File: src/sb7_pkg.sv
`timescale 1ns / 1ps
`default_nettype none

package sb7_pkg;

   localparam int TAPS      = 7;
   localparam int LINES     = TAPS - 1;
   localparam int PIX_W     = 8;
   localparam int DIM_W     = 11;
   localparam int SLOT_W    = 3;
   localparam int SUM_W     = 16;
   localparam int SUM_SHIFT = 8;
   localparam int OUT_DEPTH = 3;
   localparam int PTR_W     = 2;
   localparam int CNT_W     = 2;

   localparam logic [DIM_W-1:0] DIM_RESET = 11'd1024;

   localparam logic            CSR_FRAME_WIDTH  = 1'b0;
   localparam logic            CSR_FRAME_HEIGHT = 1'b1;

   localparam logic [TAPS-1:0][6:0] TAP_WEIGHT =
      {7'd2, 7'd15, 7'd62, 7'd98, 7'd62, 7'd15, 7'd2};

   typedef logic [TAPS-1:0][PIX_W-1:0] tap_vec_type;

   typedef struct packed {
      logic             frame_end;
      logic             row_end;
      logic [PIX_W-1:0] pixel;
   } rsp_beat_type;

   // Weighted sum of seven pixels, index 0 being the oldest, scaled down by 256.
   function automatic logic [PIX_W-1:0] tap_sum(input tap_vec_type taps);
      logic [SUM_W-1:0] acc;
      acc = '0;
      for (int i = 0; i < TAPS; i++) begin
         acc = acc + SUM_W'(TAP_WEIGHT[i]) * SUM_W'(taps[i]);
      end
      return acc[SUM_SHIFT +: PIX_W];
   endfunction

endpackage

`default_nettype wire

File: src/sb7_hfilter.sv
`timescale 1ns / 1ps
`default_nettype none

module sb7_hfilter (
   input  wire logic                       clock,
   input  wire logic                       reset,
   input  wire logic                       shift_en,
   input  wire logic [sb7_pkg::PIX_W-1:0]  pixel,
   output logic      [sb7_pkg::PIX_W-1:0]  hval
);

   logic [sb7_pkg::LINES-1:0][sb7_pkg::PIX_W-1:0] window_ff;
   logic [sb7_pkg::LINES-1:0][sb7_pkg::PIX_W-1:0] window_in;
   sb7_pkg::tap_vec_type                          taps;

   always_comb begin
      window_in = {pixel, window_ff[sb7_pkg::LINES-1:1]};
      taps      = {pixel, window_ff};
      hval      = sb7_pkg::tap_sum(taps);
   end

   always_ff @(posedge clock) begin
      if (reset) begin
         window_ff <= '0;
      end else if (shift_en) begin
         window_ff <= window_in;
      end
   end

endmodule

`default_nettype wire

File: config.mk
export PLATFORM = sky130hd
export DESIGN_NAME = sb7_hfilter
export DESIGN_NICKNAME = d
export VERILOG_FILES = /design/src/sb7_pkg.sv /design/src/sb7_hfilter.sv
export SDC_FILE = /design/constraint.sdc
export NUM_CORES = 1
export LEC_CHECK = 0
export ABC_AREA = 1
export BUFFER_PORTS_ARGS = -buffer_cell sky130_fd_sc_hd__buf_2
export CAP_MARGIN = 10
export CELL_PAD_IN_SITES_DETAIL_PLACEMENT = 1
export CELL_PAD_IN_SITES_GLOBAL_PLACEMENT = 2
export CORE_MARGIN = 4
export CORE_UTILIZATION = 25
export DETAILED_ROUTE_END_ITERATION = 16
export GPL_TIMING_DRIVEN = 0
export PLACE_DENSITY_LB_ADDON = 0.1
export RECOVER_POWER = 100
export SYNTH_ARGS = -nofsm -noshare
export SYNTH_HDL_FRONTEND = slang
export SYNTH_SLANG_ARGS = --single-unit
File: constraint.sdc
create_clock -name clock -period 8.5 [get_ports clock]
set_clock_uncertainty 0.1 [all_clocks]
set_input_delay 1.7 -clock clock [delete_from_list [all_inputs] [get_ports clock]]
set_output_delay 1.7 -clock clock [all_outputs]
set_load 0.03 [all_outputs]
Word level (Yosys, flattened, before mapping)
Cells that the tools add are included.
{"block": "totals", "register_bits": 48, "elab_cells": 17}
{"block": "op_classes", "multipliers": 5, "add_sub_neg": 6}
{"op": "5-bit by 8-bit multiplier with 13-bit output (first input constant)", "count": 2}
{"op": "4-bit by 8-bit multiplier with 12-bit output (first input constant)", "count": 2}
{"op": "15-bit by 15-bit adder with 16-bit output", "count": 1}
{"op": "16-bit by 12-bit adder with 16-bit output", "count": 1}
{"op": "16-bit by 14-bit adder with 16-bit output", "count": 1}
{"op": "16-bit by 9-bit adder with 16-bit output", "count": 1}
{"op": "13-bit by 14-bit adder with 15-bit output", "count": 1}
{"op": "6-bit by 8-bit multiplier with 14-bit output (first input constant)", "count": 1}
{"op": "9-bit by 12-bit adder with 13-bit output", "count": 1}

Depth between registers and ports, before layout
{"block": "depth", "ltp_word": 7, "mapped_depth": 31, "ltp_nobuf": 31}

Worst setup path after synthesis
Ideal clock, no wire load.
{"block": "synth_timing", "path_type": "reg-to-output", "start": "reg window_ff (netlist bit taps[20])", "end": "out hval[4] in the netlist's numbering", "required_ps": 6700, "arrival_ps": 6808, "path_stages_with_launch": 27, "slack_ps": -108, "path_cell_list": "dfxtp_1 -> inv_1 -> fa_1 -> inv_1 -> fa_1 -> inv_1 -> fa_1 -> inv_1 -> ha_1 -> a21o_1 -> o21bai_1 -> a21oi_1 -> xor2_1 -> fa_1 -> fa_1 -> fa_1 -> inv_1 -> fa_1 -> inv_1 -> fa_1 -> inv_1 -> ha_1 -> nand2_1 -> nor2_1 -> nand3_1 -> nand3_1 -> xor2_1"}
{"block": "synth_via", "elab_chain_len": 6}
{"element": "from (decl)", "line_no": "sb7_hfilter.sv:12", "text": "logic [sb7_pkg::LINES-1:0][sb7_pkg::PIX_W-1:0] window_ff;"}
{"element": "from (signal assigned)", "line_no": "sb7_hfilter.sv:26", "text": "window_ff <= window_in;"}
{"element": "5-bit by 8-bit multiplier with 13-bit output", "line_no": "sb7_pkg.sv:38", "text": "acc = acc + SUM_W'(TAP_WEIGHT[i]) * SUM_W'(taps[i]);"}
{"element": "13-bit by 14-bit adder with 15-bit output", "line_no": "sb7_pkg.sv:38"}
{"element": "15-bit by 15-bit adder with 16-bit output", "line_no": "sb7_pkg.sv:38"}
{"element": "16-bit by 14-bit adder with 16-bit output", "line_no": "sb7_pkg.sv:38"}
{"element": "16-bit by 12-bit adder with 16-bit output", "line_no": "sb7_pkg.sv:38"}
{"element": "16-bit by 9-bit adder with 16-bit output", "line_no": "sb7_pkg.sv:38"}
{"element": "to (decl)", "line_no": "sb7_hfilter.sv:9", "text": "output logic [sb7_pkg::PIX_W-1:0] hval"}
Every way passes these cells.

Worst setup path in the final report
{"block": "layout_timing", "start": "reg window_ff (netlist bit taps[20])", "end": "out hval[3] in the netlist's numbering"}
The elaborated chain is that of the path after synthesis.

==> key figures <==
Routing
  – Met2 wire length: around 11000 um
  – Via count: around 5700
  – Max layer used: met4
  – DRT antenna net count: 0
  – DR WL/cell: 17.0 um
  – Vias per std cell: 4.29
  – Met1 wire length: roughly 11000 um
  – Pre-antenna DRT Iters: 4
  – Initial DRC count: about 190
  – Post-Route WL: about 23000 um
  – DRC viols: 0
  – Met3 WL: 317 um

STA
  – Worst setup slack after layout: -0.241 ns
  – Rel. slew slack: 0.568
  – Final Setup Violations: 8
  – FMAX: approximately 110 MHz
  – Fin Hold WS: 0.387 ns
  – Final Hold Viols: 0
  – Worst-Margin Slew: approximately 0.65 ns
  – Setup_tns: -1.46 ns
  – RSZ-0062 raised after global routing: yes
  – Crit path time final: around 8.7 ns
  – Tcrit/Tclk final: 1.03
  – Pins Over Slew Limit: 0

CTS
  – CTS tree: yes
  – CTS H-tree depth: 2
  – Clock sink total: between 40 and 50
  – # hold bufs at CTS: 0
  – Root Driver: clkbuf_16
  – Num CTS Buffers: 5
  – Max Root-Sink Buffers: 2
  – Clk Latency, worst-skew pair: between 0.3 and 0.4 ns
  – Clk slew on worst S/H paths: around 0.07 ns

Setup path
  – R2r endpoint: taps[38]
  – Slowest-stage cell, CP: fa_1
  – CP max stage delay: ~0.54 ns
  – Worst-path fanout max: 4
  – Crit path DAT: between 6 and 7 ns
  – Crit. Startpoint: taps[20]
  – Crit. End Element: output pin
  – CP most frequent cell: fa_1
  – Startpoint types: flip-flop
  – Worst R2R Setup Slack: roughly 7 ns
  – Worst setup path endpoint: hval[3]
  – R2R depth: 2
  – Critical Path RT: approximately 6.7 ns
  – Worst r2r src: taps[38]
  – Crit Path Class: flip-flop to output pin

Yosys
  – Count leader, synth: inv_1
  – Primary FF master, synth: dfxtp_1
  – Yosys top cell by area: fa_1
  – Post-synth top area share: 0.336
  – Sequential area share after synthesis: 0.127
  – Ys Warns: 0
  – Yosys reg bits: 48
  – Yosys cell types: 27
  – EDFF count, synth: 0
  – Syn Nets: approximately 1100
  – Cell count after synthesis: roughly 880
  – Post-synth ARST share: 0
  – Synth Area per Inst: slightly below 9 um2
  – Syn Std Cell Area: between 7000 and 8000 um2
  – Top cells by count, synth: inv_1 (245), fa_1 (127), ha_1 (108)
  – Top cells by area, synth: fa_1 (34%), ha_1 (18%), dfxtp_1 (13%), inv_1 (12%), nand2_1 (5.0%)

Global route
  – Global-route wire length before repair: about 36000 um
  – Vias in the first global route: 6216
  – Antenna violations before repair: 0
  – Gr ovfl total: 0
  – Largest net degree at the start of global routing: 17
  – GRT Util Overall: 0.140

Floorplanning
  – Die area: approximately 33000 um2
  – Die height: approximately 180 um
  – Io pins: 19
  – Core Box Area: 29800 um2
  – Initial core utilization: 0.254
  – DIE WIDTH: ~180 um
  – Row count: between 60 and 70

Place
  – GPL Wtd Cong: 0.731
  – IO Port Bufs: 17
  – Placed cells: 1283
  – Detailed placement HPWL: a little under 20000 um

Outcome
  – Failing checks: negative setup slack
  – Status: finished, violations left

Min path
  – Hold Crit Class: flip-flop to flip-flop
  – Worst Hold Launch: taps[3]

Layout
  – Final net count: between 1000 and 1500
  – Share of layout cells above drive strength 1: 0.212
  – ANT cells: 0
  – Synthesis-to-finish area growth: 24.3%
  – Layout Cells excl Fill: 1334
  – Largest register FFs: between 40 and 50

Flow run
  – Max-cap violations: 0
[routing by layer]
layer | GRT usage | up-vias
met5 | 0 | -
met3 | 0.0100 | 9
met2 | 0.239 | 33
met1 | 0.199 | 2883
met4 | 0.0189 | 0
li1 | - | 2804
[metrics by stage]
stage	cell area, um2	utilization	setup slack [ns]
4_1_cts	9020	0.303	-0.313
3_5_place_dp	8170	0.274	-0.738
6_report	9410	0.316	-0.241
2_1_floorplan	7590	-	-0.0151
5_1_grt	9410	0.316	-0.539
3_3_place_gp	8170	0.274	-0.750
[kinds of logic (layout without fill, tap and decap cells)]
family | count (synthesis) | count (layout) | synth area share
adder cells (fa/ha/maj) | 235 | 235 | 0.514
AO/OA/AOI/OAI | 102 | 102 | 0.0843
AND/OR/NAND/NOR | 201 | 201 | 0.110
flip-flops | 48 | 48 | 0.127
buffers and inverters | 261 | 329 | 0.131
XOR/XNOR | 29 | 29 | 0.0335
[worst max-delay path, delay by kind of cell (launching register included)]
family,cells,cell delay [ns]
adder cells (fa/ha/maj),10,4.45
AO/OA/AOI/OAI,4,0.71
buffers and inverters,10,0.70
flip-flops,1,0.37
AND/OR/NAND/NOR,4,0.23
XOR/XNOR,1,0.18
[timing repair]
item,4_1_cts,5_1_grt
buffers inserted,21,22
resized for setup,138,47
endpoints found under the setup margin,8,8
pin swaps,49,43
[layout by cell type, fill, tap and decap left out, drive strengths merged, types with 2 or more instances in the layout]
| cell type | count |
|---|---|
| nand2 | 101 |
| o21bai | 4 |
| ha | 108 |
| clkbuf | 16 |
| nand4 | 10 |
| nor3 | 3 |
| or2 | 2 |
| xor2 | 22 |
| nor2 | 58 |
| clkinvlp | 3 |
| dfxtp | 48 |
| a21o | 6 |
| inv | 245 |
| fa | 127 |
| a211oi | 38 |
| buf | 64 |
| a21oi | 39 |
| a31oi | 4 |
| o21ai | 10 |
| nand3 | 27 |
| xnor2 | 7 |
[cell type report]
cell class	count	area, um2
clock inverter	3	21.3
inverter	246	941
sequential	48	995
tap	390	488
buffer	15	61.3
fill	3490	20400
timing repair buffer	60	460
multi-input combinational	567	6320
clock buffer	5	125
[how the worst min path moves through the flow]
| stage | to | slack (ns) | cells after the start |
|---|---|---|---|
| 4_1_cts | taps[3] | 0.38 | 2 |
| 5_1_grt | taps[3] | 0.42 | 2 |
| 2_1_floorplan | taps[19] | 0.36 | 2 |
| 3_3_place_gp | taps[19] | 0.37 | 2 |
| 6_report | taps[3] | 0.39 | 2 |
| 3_5_place_dp | taps[3] | 0.38 | 2 |
Power is left out: the tool's default activity adds up to more than one toggle a clock period on the data nets, which glitch-free logic cannot reach.
