File: config.mk
export PLATFORM = sky130hd
export DESIGN_NAME = sb7_out_fifo
export DESIGN_NICKNAME = d
export VERILOG_FILES = /design/src/sb7_pkg.sv /design/src/sb7_out_fifo.sv
export SDC_FILE = /design/constraint.sdc
export NUM_CORES = 1
export LEC_CHECK = 0
export ABC_AREA = 1
export BUFFER_PORTS_ARGS = -buffer_cell sky130_fd_sc_hd__buf_2
export CAP_MARGIN = 0
export CORE_MARGIN = 2
export CORE_UTILIZATION = 45
export DETAILED_ROUTE_END_ITERATION = 8
export PLACE_DENSITY = 0.67
export REMOVE_ABC_BUFFERS = 1
export SETUP_SLACK_MARGIN = 0.02
export SKIP_LAST_GASP = 1
export SLEW_MARGIN = 20
export SYNTH_ARGS = -nofsm -noshare
export SYNTH_HDL_FRONTEND = slang
export SYNTH_SLANG_ARGS = --single-unit
export TNS_END_PERCENT = 1
File: constraint.sdc
create_clock -name clock -period 5.15 [get_ports clock]
set_clock_uncertainty 0.15 [all_clocks]
set_input_delay 0.515 -clock clock [delete_from_list [all_inputs] [get_ports clock]]
set_output_delay 0.515 -clock clock [all_outputs]
set_load 0.03 [all_outputs]
File: src/sb7_pkg.sv
`timescale 1ns / 1ps
`default_nettype none

package sb7_pkg;

   localparam int TAPS      = 7;
   localparam int LINES     = TAPS - 1;
   localparam int PIX_W     = 8;
   localparam int DIM_W     = 11;
   localparam int SLOT_W    = 3;
   localparam int SUM_W     = 16;
   localparam int SUM_SHIFT = 8;
   localparam int OUT_DEPTH = 3;
   localparam int PTR_W     = 2;
   localparam int CNT_W     = 2;

   localparam logic [DIM_W-1:0] DIM_RESET = 11'd1024;

   localparam logic            CSR_FRAME_WIDTH  = 1'b0;
   localparam logic            CSR_FRAME_HEIGHT = 1'b1;

   localparam logic [TAPS-1:0][6:0] TAP_WEIGHT =
      {7'd2, 7'd15, 7'd62, 7'd98, 7'd62, 7'd15, 7'd2};

   typedef logic [TAPS-1:0][PIX_W-1:0] tap_vec_type;

   typedef struct packed {
      logic             frame_end;
      logic             row_end;
      logic [PIX_W-1:0] pixel;
   } rsp_beat_type;

   // Weighted sum of seven pixels, index 0 being the oldest, scaled down by 256.
   function automatic logic [PIX_W-1:0] tap_sum(input tap_vec_type taps);
      logic [SUM_W-1:0] acc;
      acc = '0;
      for (int i = 0; i < TAPS; i++) begin
         acc = acc + SUM_W'(TAP_WEIGHT[i]) * SUM_W'(taps[i]);
      end
      return acc[SUM_SHIFT +: PIX_W];
   endfunction

endpackage

`default_nettype wire

File: src/sb7_out_fifo.sv
`timescale 1ns / 1ps
`default_nettype none

module sb7_out_fifo (
   input  wire logic                      clock,
   input  wire logic                      reset,
   input  wire logic                      push,
   input  wire sb7_pkg::rsp_beat_type     push_beat,
   input  wire logic                      pop,
   output sb7_pkg::rsp_beat_type          head_beat,
   output logic      [sb7_pkg::CNT_W-1:0] count
);

   sb7_pkg::rsp_beat_type             mem_ff [sb7_pkg::OUT_DEPTH];
   logic [sb7_pkg::PTR_W-1:0]         head_ff, head_in;
   logic [sb7_pkg::PTR_W-1:0]         tail_ff, tail_in;
   logic [sb7_pkg::CNT_W-1:0]         count_ff, count_in;

   localparam logic [sb7_pkg::PTR_W-1:0] LAST_PTR = sb7_pkg::PTR_W'(sb7_pkg::OUT_DEPTH - 1);

   always_comb begin
      head_in  = head_ff;
      tail_in  = tail_ff;
      count_in = count_ff;
      if (pop) begin
         head_in = (head_ff == LAST_PTR) ? '0 : head_ff + 1'b1;
      end
      if (push) begin
         tail_in = (tail_ff == LAST_PTR) ? '0 : tail_ff + 1'b1;
      end
      if (push && !pop) begin
         count_in = count_ff + 1'b1;
      end else if (pop && !push) begin
         count_in = count_ff - 1'b1;
      end
   end

   always_ff @(posedge clock) begin
      if (reset) begin
         head_ff  <= '0;
         tail_ff  <= '0;
         count_ff <= '0;
      end else begin
         head_ff  <= head_in;
         tail_ff  <= tail_in;
         count_ff <= count_in;
      end
   end

   always_ff @(posedge clock) begin
      if (push) begin
         mem_ff[tail_ff] <= push_beat;
      end
   end

   assign head_beat = mem_ff[head_ff];
   assign count     = count_ff;

   a_no_overflow: assert property (@(posedge clock) disable iff (reset)
      push |-> (count_ff < sb7_pkg::CNT_W'(sb7_pkg::OUT_DEPTH)) || pop)
      else $error("result queue overflow");

   a_no_underflow: assert property (@(posedge clock) disable iff (reset)
      pop |-> count_ff != '0)
      else $error("result queue underflow");

endmodule

`default_nettype wire

* Yosys cells after proc, flatten, opt, wreduce, memory -nomap -nowiden *
Memories as Yosys holds them, arrays and structs flattened. A register that Yosys moved wholly into a read port is not among the register bits.
Index checks and enable logic that the tools add are counted.

cells by class
  add/sub/neg operators = 4
  eq/ne operators = 2
  muxes and demuxes = 8
  reductions and logical operators = 5

operators with widths
  operator             number
  $mux 2               6
  $add 2x1->2 const B  3
  $eq 2x2->1 const B   2
  $logic_and 1x1->1    2
  $logic_not 1->1      2
  $mux 1               2
  $reduce_bool 2->1    1
  $sub 2x1->2 const B  1

storage, ports and cells
  register bits after elaboration = 6
  bits in writable memories = 30
  input bits = 14
  output and inout bits = 12
  logic and storage cells = 23
  memories = 1

memory list
  name    depth  bits a word  read ports  clocked after memory_dff  write ports  line                text
  mem_ff  3      10           1           1                         1            sb7_out_fifo.sv:14  sb7_pkg::rsp_beat_type mem_ff [sb7_pkg::OUT_DEPTH];

* Depth between registers and ports, before layout *
Gate-level depths: netlist of run 1.

  depth in word-level cells = 4
  gate-level depth with buffers = 8
  gate-level depth less buffers = 8

* Worst setup path before layout of run 1 *
OpenSTA, ideal clock, no wires.

  path kind = input to register
  start = in push
  end = mem mem_ff[2][0] (netlist bit), enable pin
  library setup time = 390 ps
  arrival time = 1,325 ps
  required time = 4,610 ps
  setup slack = 3,286 ps
  stages on the path = 2
  path buffers = 0
  cells stage by stage = inv_1 -> nor3_1

on the way
  word-level cells in the longest chain between the ends = 2

RTL lines
  item                          line                text
  start, declared               sb7_out_fifo.sv:7   input wire logic push,
  $mux 1                        sb7_out_fifo.sv:51  if (push) begin
  $mux 1 (implied by the code)  sb7_out_fifo.sv:52  mem_ff[tail_ff] <= push_beat;
  end, declared                 sb7_out_fifo.sv:14

Every way passes these cells.

==> summary.txt, run 1 <==
Run status
  – Outcome: complete, no violations

GRT
  – Largest net degree at the start of global routing: 13
  – Remaining Overflow, GRT: 0
  – Vias in the first global route: 944
  – First-pass GRT wire length: 4120 um
  – Total Routing Usage GR: 16.4%
  – Initial antenna violation count: 0

Cells and area
  – Final net count: 163
  – Synthesis-to-finish area growth: 19.5%
  – # diodes: 0
  – Final Util: 56.0%
  – Register Area: 1060 sq um
  – Area occupied by multi-input gates: 288 sq um
  – Finished Layout Cells: 193
  – Fill cells: 263
  – Fraction of layout instances using a drive strength above 1: 23.5%
  – Design area: 1690 sq um

Clock network
  – CTS-repair resized insts: 0
  – CTS tree: built
  – CTS max path bufs: 2
  – H-tree Lvls: 2
  – Num CTS Buffers: 5
  – Post-CTS Hold Fix Bufs: 0
  – Postcts setup bufs: 0
  – CTS root buf: clkbuf_4
  – Clk_lat worst skew: 0.33 ns
  – CTS sink cnt: 38
  – Clk slew on worst S/H paths: 0.11 ns

Timing
  – Slew headroom: 72.0%
  – RSZ-0062 raised after global routing: false
  – Final hold vios: 0
  – Tcrit/Tclk final: 47.1%
  – Slew at the pin with the worst max-slew slack: 0.419 ns
  – Final setup fails: 0
  – Setup TNS Final: 0 ns
  – Min cycle time layout: 2.42 ns
  – Slew Viols, Final: 0
  – Fmax: 413 MHz

Routing
  – Total Wirelength: 2590 um
  – DR pass1 iterations: 6
  – # DRC: 0
  – Wire length per cell: 13.4 um
  – Via/cell ratio: 4.84
  – Antenna Nets Post-Route: 0
  – DR vias: 934
  – Iteration-0 DRC Markers: 42

Pwr
  – Comb pwr share: 12.6%
  – Sw power: 0.000164 W
  – Design Power: 0.000687 W
  – VDD IR max: 177 uV
  – Cell Int Power: 0.000522 W
  – Clock power frac: 35.4%
  – Pleak: 0.682 nW
  – P per Cell Area: 405 nW/um^2
  – Flop pwr share: 52.0%
  – Sw Share: 23.9%

Worst setup path
  – Setup CP Type: reg -> out
  – Critical path peak fanout: 11
  – Worst Path Arrival: 1.76 ns
  – Reg-to-reg endpoint: mem_ff[0][4]
  – Reg-to-Reg Start: tail_ff[1]
  – Worst EP required: 4.49 ns
  – Crit start category: flip-flop
  – Worst setup EP type: primary output
  – R2r worst-path depth: 3
  – R2r setup slk: 3.81 ns

Synthesis
  – Ys flop type: edfxtp_1
  – Post-synthesis compound-gate area fraction: 9.18%
  – Largest area contributor in the netlist: edfxtp_1
  – Mapped Cells: 117
  – Post-synth ARST share: 0%
  – Synth Area in XOR/XNOR: 0%
  – Post-synth top area share: 63.5%
  – Synth Warn #: 0
  – Dominant cells by area after synthesis: edfxtp_1 (64%), dfxtp_1 (11%), a21oi_1 (8.5%), nand2_1 (4.2%), inv_1 (3.2%)
  – Largest family of logic cells by synthesized area: simple AND/OR/NAND/NOR gates
  – Post-synth cell types: 17
  – Post-synthesis sequential area ratio: 74.8%
  – Adder-cell share of the synthesized area: 0.883%
  – Most frequent cell after synthesis: edfxtp_1
  – Synth Register Bits: 38
  – Synth Area per Inst: 12.1 sq um
  – Cell Area, Synth: 1420 sq um
  – Mux share of post-synthesis cell area: 0%
  – Simple-gate share of the synthesized area: 10.2%
  – Top cells by count, synth: edfxtp_1 (30), a21oi_1 (24), nand2_1 (16)
  – Number of flops mapped to enable cells by yosys: 30

Floorplan
  – Area of the core region: 3030 sq um
  – Initial Utilization: 46.8%
  – IO Count: 26
  – Die ar.: 3620 sq um
  – Die width: 60.1 um
  – Rows: 20
  – Die height: 60.1 um

Place
  – IO buf count: 25
  – Placed Cells: 185
  – GPL Wtd Cong: 0.733
  – Placed cell areas: 1590 sq um
  – Final HPWL DP: 1780 um

Hold path
  – HP Start: reset
  – Hold Path Cell Cnt: 2
  – Endpoint of the worst hold path: tail_ff[0]
  – Hold Path Class: in -> reg

Flow run
  – Max-cap violations: 0
-- routing by layer --
| layer | wire length, um | track usage [%] | part of all wire, % | up-vias |
|---|---|---|---|---|
| met5 | 0 | 0 | 0 | - |
| met4 | 72 | 7.94 | 2.8 | 0 |
| li1 | - | - | - | 463 |
| met2 | 1250 | 25.6 | 48 | 28 |
| met3 | 122 | 7.14 | 4.7 | 10 |
| met1 | 1150 | 19.3 | 44 | 433 |
-- layout make-up --
type	instances	share of cell area, %
Sequential cell	38	62.6
Timing Repair Buffer	26	7.83
Multi-Input combinational cell	62	17.0
Clock buffer	5	2.22
Tap cell	44	3.25
Clock inverter	3	3.77
Inverter	15	3.32
-- stage by stage --
stage | setup WS (ns) | hold slack [ns]
global route | 2.55 | 0.195
detailed placement | 3.15 | 0.337
finish | 2.73 | 0.211
floorplan | 3.29 | 0.287
CTS | 2.72 | 0.203
global placement | 3.16 | 0.298
-- state kept, by name, indices dropped and copies added, names as in the netlist, named ones only --
signal   flops
mem_ff      30
count        2
head_ff      2
tail_ff      2
-- cell families after synthesis --
logic type,Yosys count
simple gates,35
buf+inv,17
compound gates,26
flops,38
fa+ha+maj,1
-- placed cells by master (no fill, tap or decap) --
master / Yosys / final
ha_1: 1 / 1
inv_1: 12 / 12
a21oi_1: 24 / 24
buf_2: 1 / 25
bufinv_16: 0 / 2
o21ai_0: 2 / 2
nor3b_1: 1 / 1
clkbuf_4: 0 / 5
inv_2: 1 / 1
buf_4: 1 / 1
nand4_1: 1 / 1
nor2_1: 12 / 12
clkinv_1: 2 / 3
nand3_1: 3 / 3
nand2_1: 16 / 16
edfxtp_1: 30 / 30
nand2_2: 1 / 1
nor3_1: 1 / 1
dfxtp_1: 8 / 8
-- power by group through the flow --
stage,Clock [W],Sequential (W),Combinational [W]
2_1_floorplan,0,0.000365,0.0000545
3_3_place_gp,0,0.000363,0.0000840
3_5_place_dp,0,0.000364,0.0000866
4_1_cts,0.000247,0.000357,0.0000871
5_1_grt,0.000260,0.000359,0.0000949
6_report,0.000243,0.000357,0.0000865
-- how the worst max path moves through the flow --
| stage | startpoint | end | slack, ns | cells past startpoint |
|---|---|---|---|---|
| 2_1_floorplan | push | mem_ff[2][0] | 3.29 | 2 |
| 3_3_place_gp | flip-flop | head_beat[3] | 3.16 | 4 |
| 3_5_place_dp | flip-flop | head_beat[3] | 3.15 | 4 |
| 4_1_cts | flip-flop | head_beat[4] | 2.72 | 4 |
| 5_1_grt | flip-flop | head_beat[4] | 2.55 | 4 |
| 6_report | flip-flop | head_beat[4] | 2.73 | 4 |
-- critical path, cell delays in order, from the launching register on --
cell      delay [ns]
dfxtp_1         0.57
clkinv_1        0.39
nor2_1          0.20
a21oi_1         0.07
buf_2           0.18
No activity file was read; power rests on OpenSTA's default activity.
==> inputs of run 2 (changes only) <==
- ABC_AREA: 1 -> 0
- PLACE_DENSITY: 0.67 -> 0.69
- clock period: 5.15 -> 1.9 ns (I/O delays scaled with it)
==> summary.txt, run 2 <==
Floorplan
  – Die ar.: 3580 sq um
  – IO Count: 26
  – Initial Utilization: 46.7%
  – Die height: 59.8 um
  – Die width: 59.8 um
  – Rows: 20
  – Area of the core region: 3000 sq um

Timing
  – Final setup fails: 0
  – Slew at the pin with the worst max-slew slack: 0.576 ns
  – RSZ-0062 raised after global routing: false
  – Tcrit/Tclk final: 89.5%
  – Slew headroom: 61.6%
  – Setup TNS Final: 0 ns
  – Slew Viols, Final: 0
  – Min cycle time layout: 1.70 ns
  – Fmax: 588 MHz
  – Final hold vios: 0

Worst setup path
  – Critical Path End: head_beat[3]
  – Setup CP Type: reg -> out
  – Reg-to-reg endpoint: mem_ff[1][5]
  – R2r worst-path depth: 1
  – Crit start category: flip-flop
  – R2r setup slk: 0.46 ns
  – Reg-to-Reg Start: tail_ff[1]
  – Critical-path top delay cell: dfxtp_1
  – Worst Path Arrival: 1.36 ns
  – Worst setup EP type: primary output
  – Critical path peak fanout: 10
  – Worst EP required: 1.56 ns
  – Crit-path cells: buf_4 > mux2i_1 > o21ai_0 > buf_2
  – Crit-path max cell delay: 0.33 ns

Cells and area
  – Largest reg by FF count: mem_ff
  – Final Util: 58.8%
  – Fraction of layout instances using a drive strength above 1: 27.3%
  – Most frequent cells in the layout: edfxtp_1 (30), buf_2 (25), nand2_1 (11), o21ai_0 (11), dlygate4sd3_1 (11)
  – Area occupied by multi-input gates: 318 sq um
  – Max reg flops: 30
  – # diodes: 0
  – Final net count: 153
  – Register Area: 1060 sq um
  – Synthesis-to-finish area growth: 26.1%
  – Fill cells: 257
  – Design area: 1770 sq um
  – Commonest non-fill, non-tap cell in the layout: edfxtp_1

GRT
  – First-pass GRT wire length: 3590 um
  – Vias in the first global route: 830
  – Initial antenna violation count: 0
  – Largest net degree at the start of global routing: 13
  – Remaining Overflow, GRT: 0
  – Total Routing Usage GR: 14.7%

Clock network
  – Num CTS Buffers: 5
  – Clk_lat worst skew: 0.34 ns
  – CTS root buf: clkbuf_4
  – CTS sink cnt: 38
  – CTS tree: built
  – CTS max path bufs: 2
  – Clk slew on worst S/H paths: 0.11 ns
  – H-tree Lvls: 2
  – Postcts setup bufs: 0

Synthesis
  – Synth Area per Inst: 14.9 sq um
  – Post-synth ARST share: 0%
  – Synth Warn #: 0
  – Number of flops mapped to enable cells by yosys: 30
  – Mapped Cells: 94
  – Ys flop type: edfxtp_1
  – Post-synthesis sequential area ratio: 75.7%
  – Largest area contributor in the netlist: edfxtp_1
  – Post-synth top area share: 64.3%
  – Post-synth cell types: 18
  – Dominant cells by area after synthesis: edfxtp_1 (64%), dfxtp_1 (11%), mux2i_1 (7.1%), o21ai_0 (3.9%), nand2_1 (2.9%)
  – Most frequent cell after synthesis: edfxtp_1
  – Synth Register Bits: 38
  – Top cells by count, synth: edfxtp_1 (30), nand2_1 (11), o21ai_0 (11)
  – Cell Area, Synth: 1400 sq um

Place
  – Placed cell areas: 1580 sq um
  – Final HPWL DP: 1490 um
  – GPL Wtd Cong: 0.705
  – IO buf count: 25

Routing
  – Wire length per cell: 13.6 um
  – Total Wirelength: 2340 um
  – Antenna Nets Post-Route: 0
  – Iteration-0 DRC Markers: 10
  – DR pass1 iterations: 4
  – # DRC: 0
  – Via/cell ratio: 5.03
  – DR vias: 866

Run status
  – Outcome: complete, no violations

Pwr
  – VDD IR max: 621 uV
  – P per Cell Area: 945 nW/um^2
  – Pleak: 0.676 nW

Hold path
  – Hold Path Class: in -> reg

Flow run
  – Max-cap violations: 0
[run 2: cell count changes after synthesis, moves of 3 or more]
| cell | delta |
|---|---|
| nand3_1 | -3 |
| a21oi_1 | -20 |
| nor2_1 | -7 |
| o21ai_0 | +9 |
| mux2i_1 | +10 |
| nand2_1 | -5 |
| inv_1 | -10 |
[run 2: critical path, delay by kind of cell, from the launching register on]
kind	cells	cell delay, ns
AOI/OAI and AO/OA	1	0.09
buffers and inverters	2	0.40
DFF	1	0.33
muxes	1	0.20
[run 2: cell type report]
cell class / count / area share (%)
sequential: 38 / 60.1
multi-input combinational: 51 / 18.0
timing repair buffer: 40 / 15.0
clock buffer: 7 / 3.75
tap: 33 / 2.34
inverter: 2 / 0.425
clock inverter: 1 / 0.354
[run 2: timing repair]
| item | in CTS | in global routing |
|---|---|---|
| hold buffers | 11 | 0 |
| gates resized for setup | 0 | 1 |
| endpoints found under the hold margin | 37 | 0 |
| setup endpoints to repair | 0 | 1 |
[run 2: worst min path at each step]
stage	from	endpoint	slack, ns	cells past startpoint
finish	push	tail_ff[1]	0.08	4
global route	push	tail_ff[0]	0.08	3
CTS	push	tail_ff[1]	0.07	4
detailed placement	push_beat[6]	mem_ff[2][6]	0.24	1
global placement	push_beat[7]	mem_ff[2][7]	0.24	1
floorplan	reset	count[1]	0.11	1
[run 2: power breakdown]
part	switching, W	internal, W
combinational	0.000143	0.0000873
clock	0.000255	0.000226
sequential	0.0000172	0.000941
[run 2: cell families after synthesis]
group | synth area share, %
xor+xnor | 1.25
flops | 75.7
fa+ha+maj | 0.893
mux | 7.14
buf+inv | 1.61
compound gates | 6.07
simple gates | 7.32
[run 2: through the flow]
| stage | setup WS, ns | hold slack, ns | total power (W) | cells |
|---|---|---|---|---|
| 3_5_place_dp | 0.480 | 0.244 | 0.00119 | 153 |
| 2_1_floorplan | 0.153 | 0.109 | 0.00111 | 91 |
| 4_1_cts | 0.117 | 0.0737 | 0.00168 | 172 |
| 3_3_place_gp | 0.506 | 0.242 | 0.00118 | 153 |
| 5_1_grt | 0.0564 | 0.0836 | 0.00175 | 172 |
| 6_report | 0.199 | 0.0827 | 0.00167 | 172 |
[run 2: metal layers]
layer | up-vias | GRT usage (%) | share of wire, %
met3 | 4 | 7.14 | 4.6
met1 | 410 | 15.3 | 43
met2 | 20 | 25.3 | 51
met4 | 0 | 5.71 | 1.2
met5 | - | 0 | 0
li1 | 432 | - | -
==> inputs of run 3 (changes only) <==
- CORE_MARGIN: 2 -> unset
==> summary.txt, run 3 (synthesis gave the netlist of run 2 again) <==
Pwr
  – Clock power frac: 30.6%
  – P per Cell Area: 969 nW/um^2
  – Flop pwr share: 56.4%
  – Cell Int Power: 0.00130 W
  – Sw Share: 23.8%
  – Pleak: 0.675 nW
  – Comb pwr share: 13.1%
  – VDD IR max: 765 uV
  – Sw power: 0.000407 W

Routing
  – Iteration-0 DRC Markers: 24
  – # DRC: 1
  – Via/cell ratio: 4.94
  – Antenna Nets Post-Route: 0
  – Total Wirelength: 2220 um
  – Wire length per cell: 13.1 um
  – DR vias: 835
  – DR pass1 iterations: 6

GRT
  – First-pass GRT wire length: 3620 um
  – Vias in the first global route: 850
  – Initial antenna violation count: 0
  – Remaining Overflow, GRT: 0
  – Largest net degree at the start of global routing: 21
  – Total Routing Usage GR: 15.5%

Cells and area
  – Largest reg by FF count: mem_ff
  – # diodes: 0
  – Fraction of layout instances using a drive strength above 1: 27.5%
  – Most frequent cells in the layout: edfxtp_1 (30), buf_2 (25), nand2_1 (11), o21ai_0 (11), dlygate4sd3_1 (11)
  – Final Util: 61.8%
  – Register Area: 1060 sq um
  – Fill cells: 226
  – Max reg flops: 30
  – Synthesis-to-finish area growth: 25.7%
  – Final net count: 152
  – Commonest non-fill, non-tap cell in the layout: edfxtp_1
  – Area occupied by multi-input gates: 318 sq um

Place
  – IO buf count: 25
  – GPL Wtd Cong: 0.638
  – Final HPWL DP: 1420 um
  – Pre-CTS setup slack: 0.436 ns

Floorplan
  – Die width: 57.8 um
  – Area of the core region: 2850 sq um
  – Initial Utilization: 49.1%
  – IO Count: 26
  – Rows: 19
  – Die height: 57.8 um
  – Die ar.: 3340 sq um

Timing
  – Min cycle time layout: 1.68 ns
  – Tcrit/Tclk final: 88.4%
  – Final setup margin: 0.220 ns
  – Final hold vios: 0
  – Final setup fails: 0
  – RSZ-0062 raised after global routing: false
  – Slew Viols, Final: 0
  – Fmax: 595 MHz
  – Slew at the pin with the worst max-slew slack: 0.479 ns
  – Setup TNS Final: 0 ns
  – Slew headroom: 68.0%

Worst setup path
  – Setup CP Type: reg -> out
  – Worst EP required: 1.56 ns
  – Worst setup EP type: primary output
  – Critical path peak fanout: 10
  – Worst Path Arrival: 1.34 ns
  – R2r worst-path depth: 1
  – Crit start category: flip-flop

Clock network
  – CTS root buf: clkbuf_4
  – Clk slew on worst S/H paths: 0.10 ns
  – Clk_lat worst skew: 0.33 ns
  – Num CTS Buffers: 5
  – H-tree Lvls: 2
  – CTS sink cnt: 38
  – Postcts setup bufs: 0
  – CTS tree: built
  – CTS max path bufs: 2

Run status
  – Outcome: finished, violations left
  – Failing checks: DRC

Hold path
  – Hold Path Cell Cnt: 4
  – Hold Path Class: in -> reg

Flow run
  – Max-cap violations: 0
run 3: cell types whose count changed in the layout (fill, tap and decap cells not counted):
cell / previous run / this run
inv_4: 1 / 0
buf_4: 4 / 3
clkbuf_16: 1 / 0
clkbuf_1: 1 / 0
clkinv_2: 0 / 2
bufinv_16: 0 / 1
run 3: timing repair:
action                                  CTS  global route
hold endpoints to repair                 37             0
gates resized for setup                   0             1
endpoints found under the setup margin    0            10
hold buffers                             11             0
run 3: path summary, 6_finish.rpt:
path                                endpoint       start  slack, ns
worst max-delay path            head_beat[7]   flip-flop       0.22
worst min-delay path               flip-flop         pop       0.08
worst max register to register  mem_ff[1][9]  tail_ff[0]       0.54
worst min register to register      count[1]    count[1]       0.37
run 3: final cells by class:
cell class,count,share of cell area [%]
Sequential cell,38,60.3
Multi-Input combinational cell,51,18.0
Timing Repair Buffer,39,14.6
Clock inverter,3,2.27
Tap cell,31,2.20
Clock buffer,5,2.13
Inverter,2,0.426
run 3: layer usage:
metal | vias to the layer above | wire length (um) | track usage, % | part of all wire, %
met2 | 25 | 1050 | 25.1 | 47
li1 | 428 | - | - | -
met5 | - | 0 | 0 | 0
met4 | 0 | 92 | 12.6 | 4.1
met3 | 10 | 98 | 4.69 | 4.4
met1 | 372 | 977 | 16.9 | 44
run 3: critical path, cell delays in order, from the launching register on:
cell and delay (ns):
dfxtp_1 0.32, buf_4 0.21, mux2i_1 0.21, o21ai_0 0.09
buf_2 0.19
run 3: power by group through the flow:
stage	Clock [W]	Combinational, W	Sequential [W]
final	0.000522	0.000223	0.000962
after global routing	0.000585	0.000241	0.000967
after CTS	0.000538	0.000226	0.000963
after detailed placement	0	0.000209	0.000981
after global placement	0	0.000204	0.000978
after floorplan	0	0.000118	0.000995
run 3: stage by stage:
stage / std cells / hold slack, ns / power [W] / area [sq um]
6_report: 169 / 0.0811 / 0.00171 / 1760
5_1_grt: 169 / 0.0918 / 0.00179 / 1760
4_1_cts: 169 / 0.0569 / 0.00173 / 1760
3_5_place_dp: 150 / 0.248 / 0.00119 / 1570
3_3_place_gp: 150 / 0.243 / 0.00118 / 1570
2_1_floorplan: 91 / 0.109 / 0.00111 / 1390
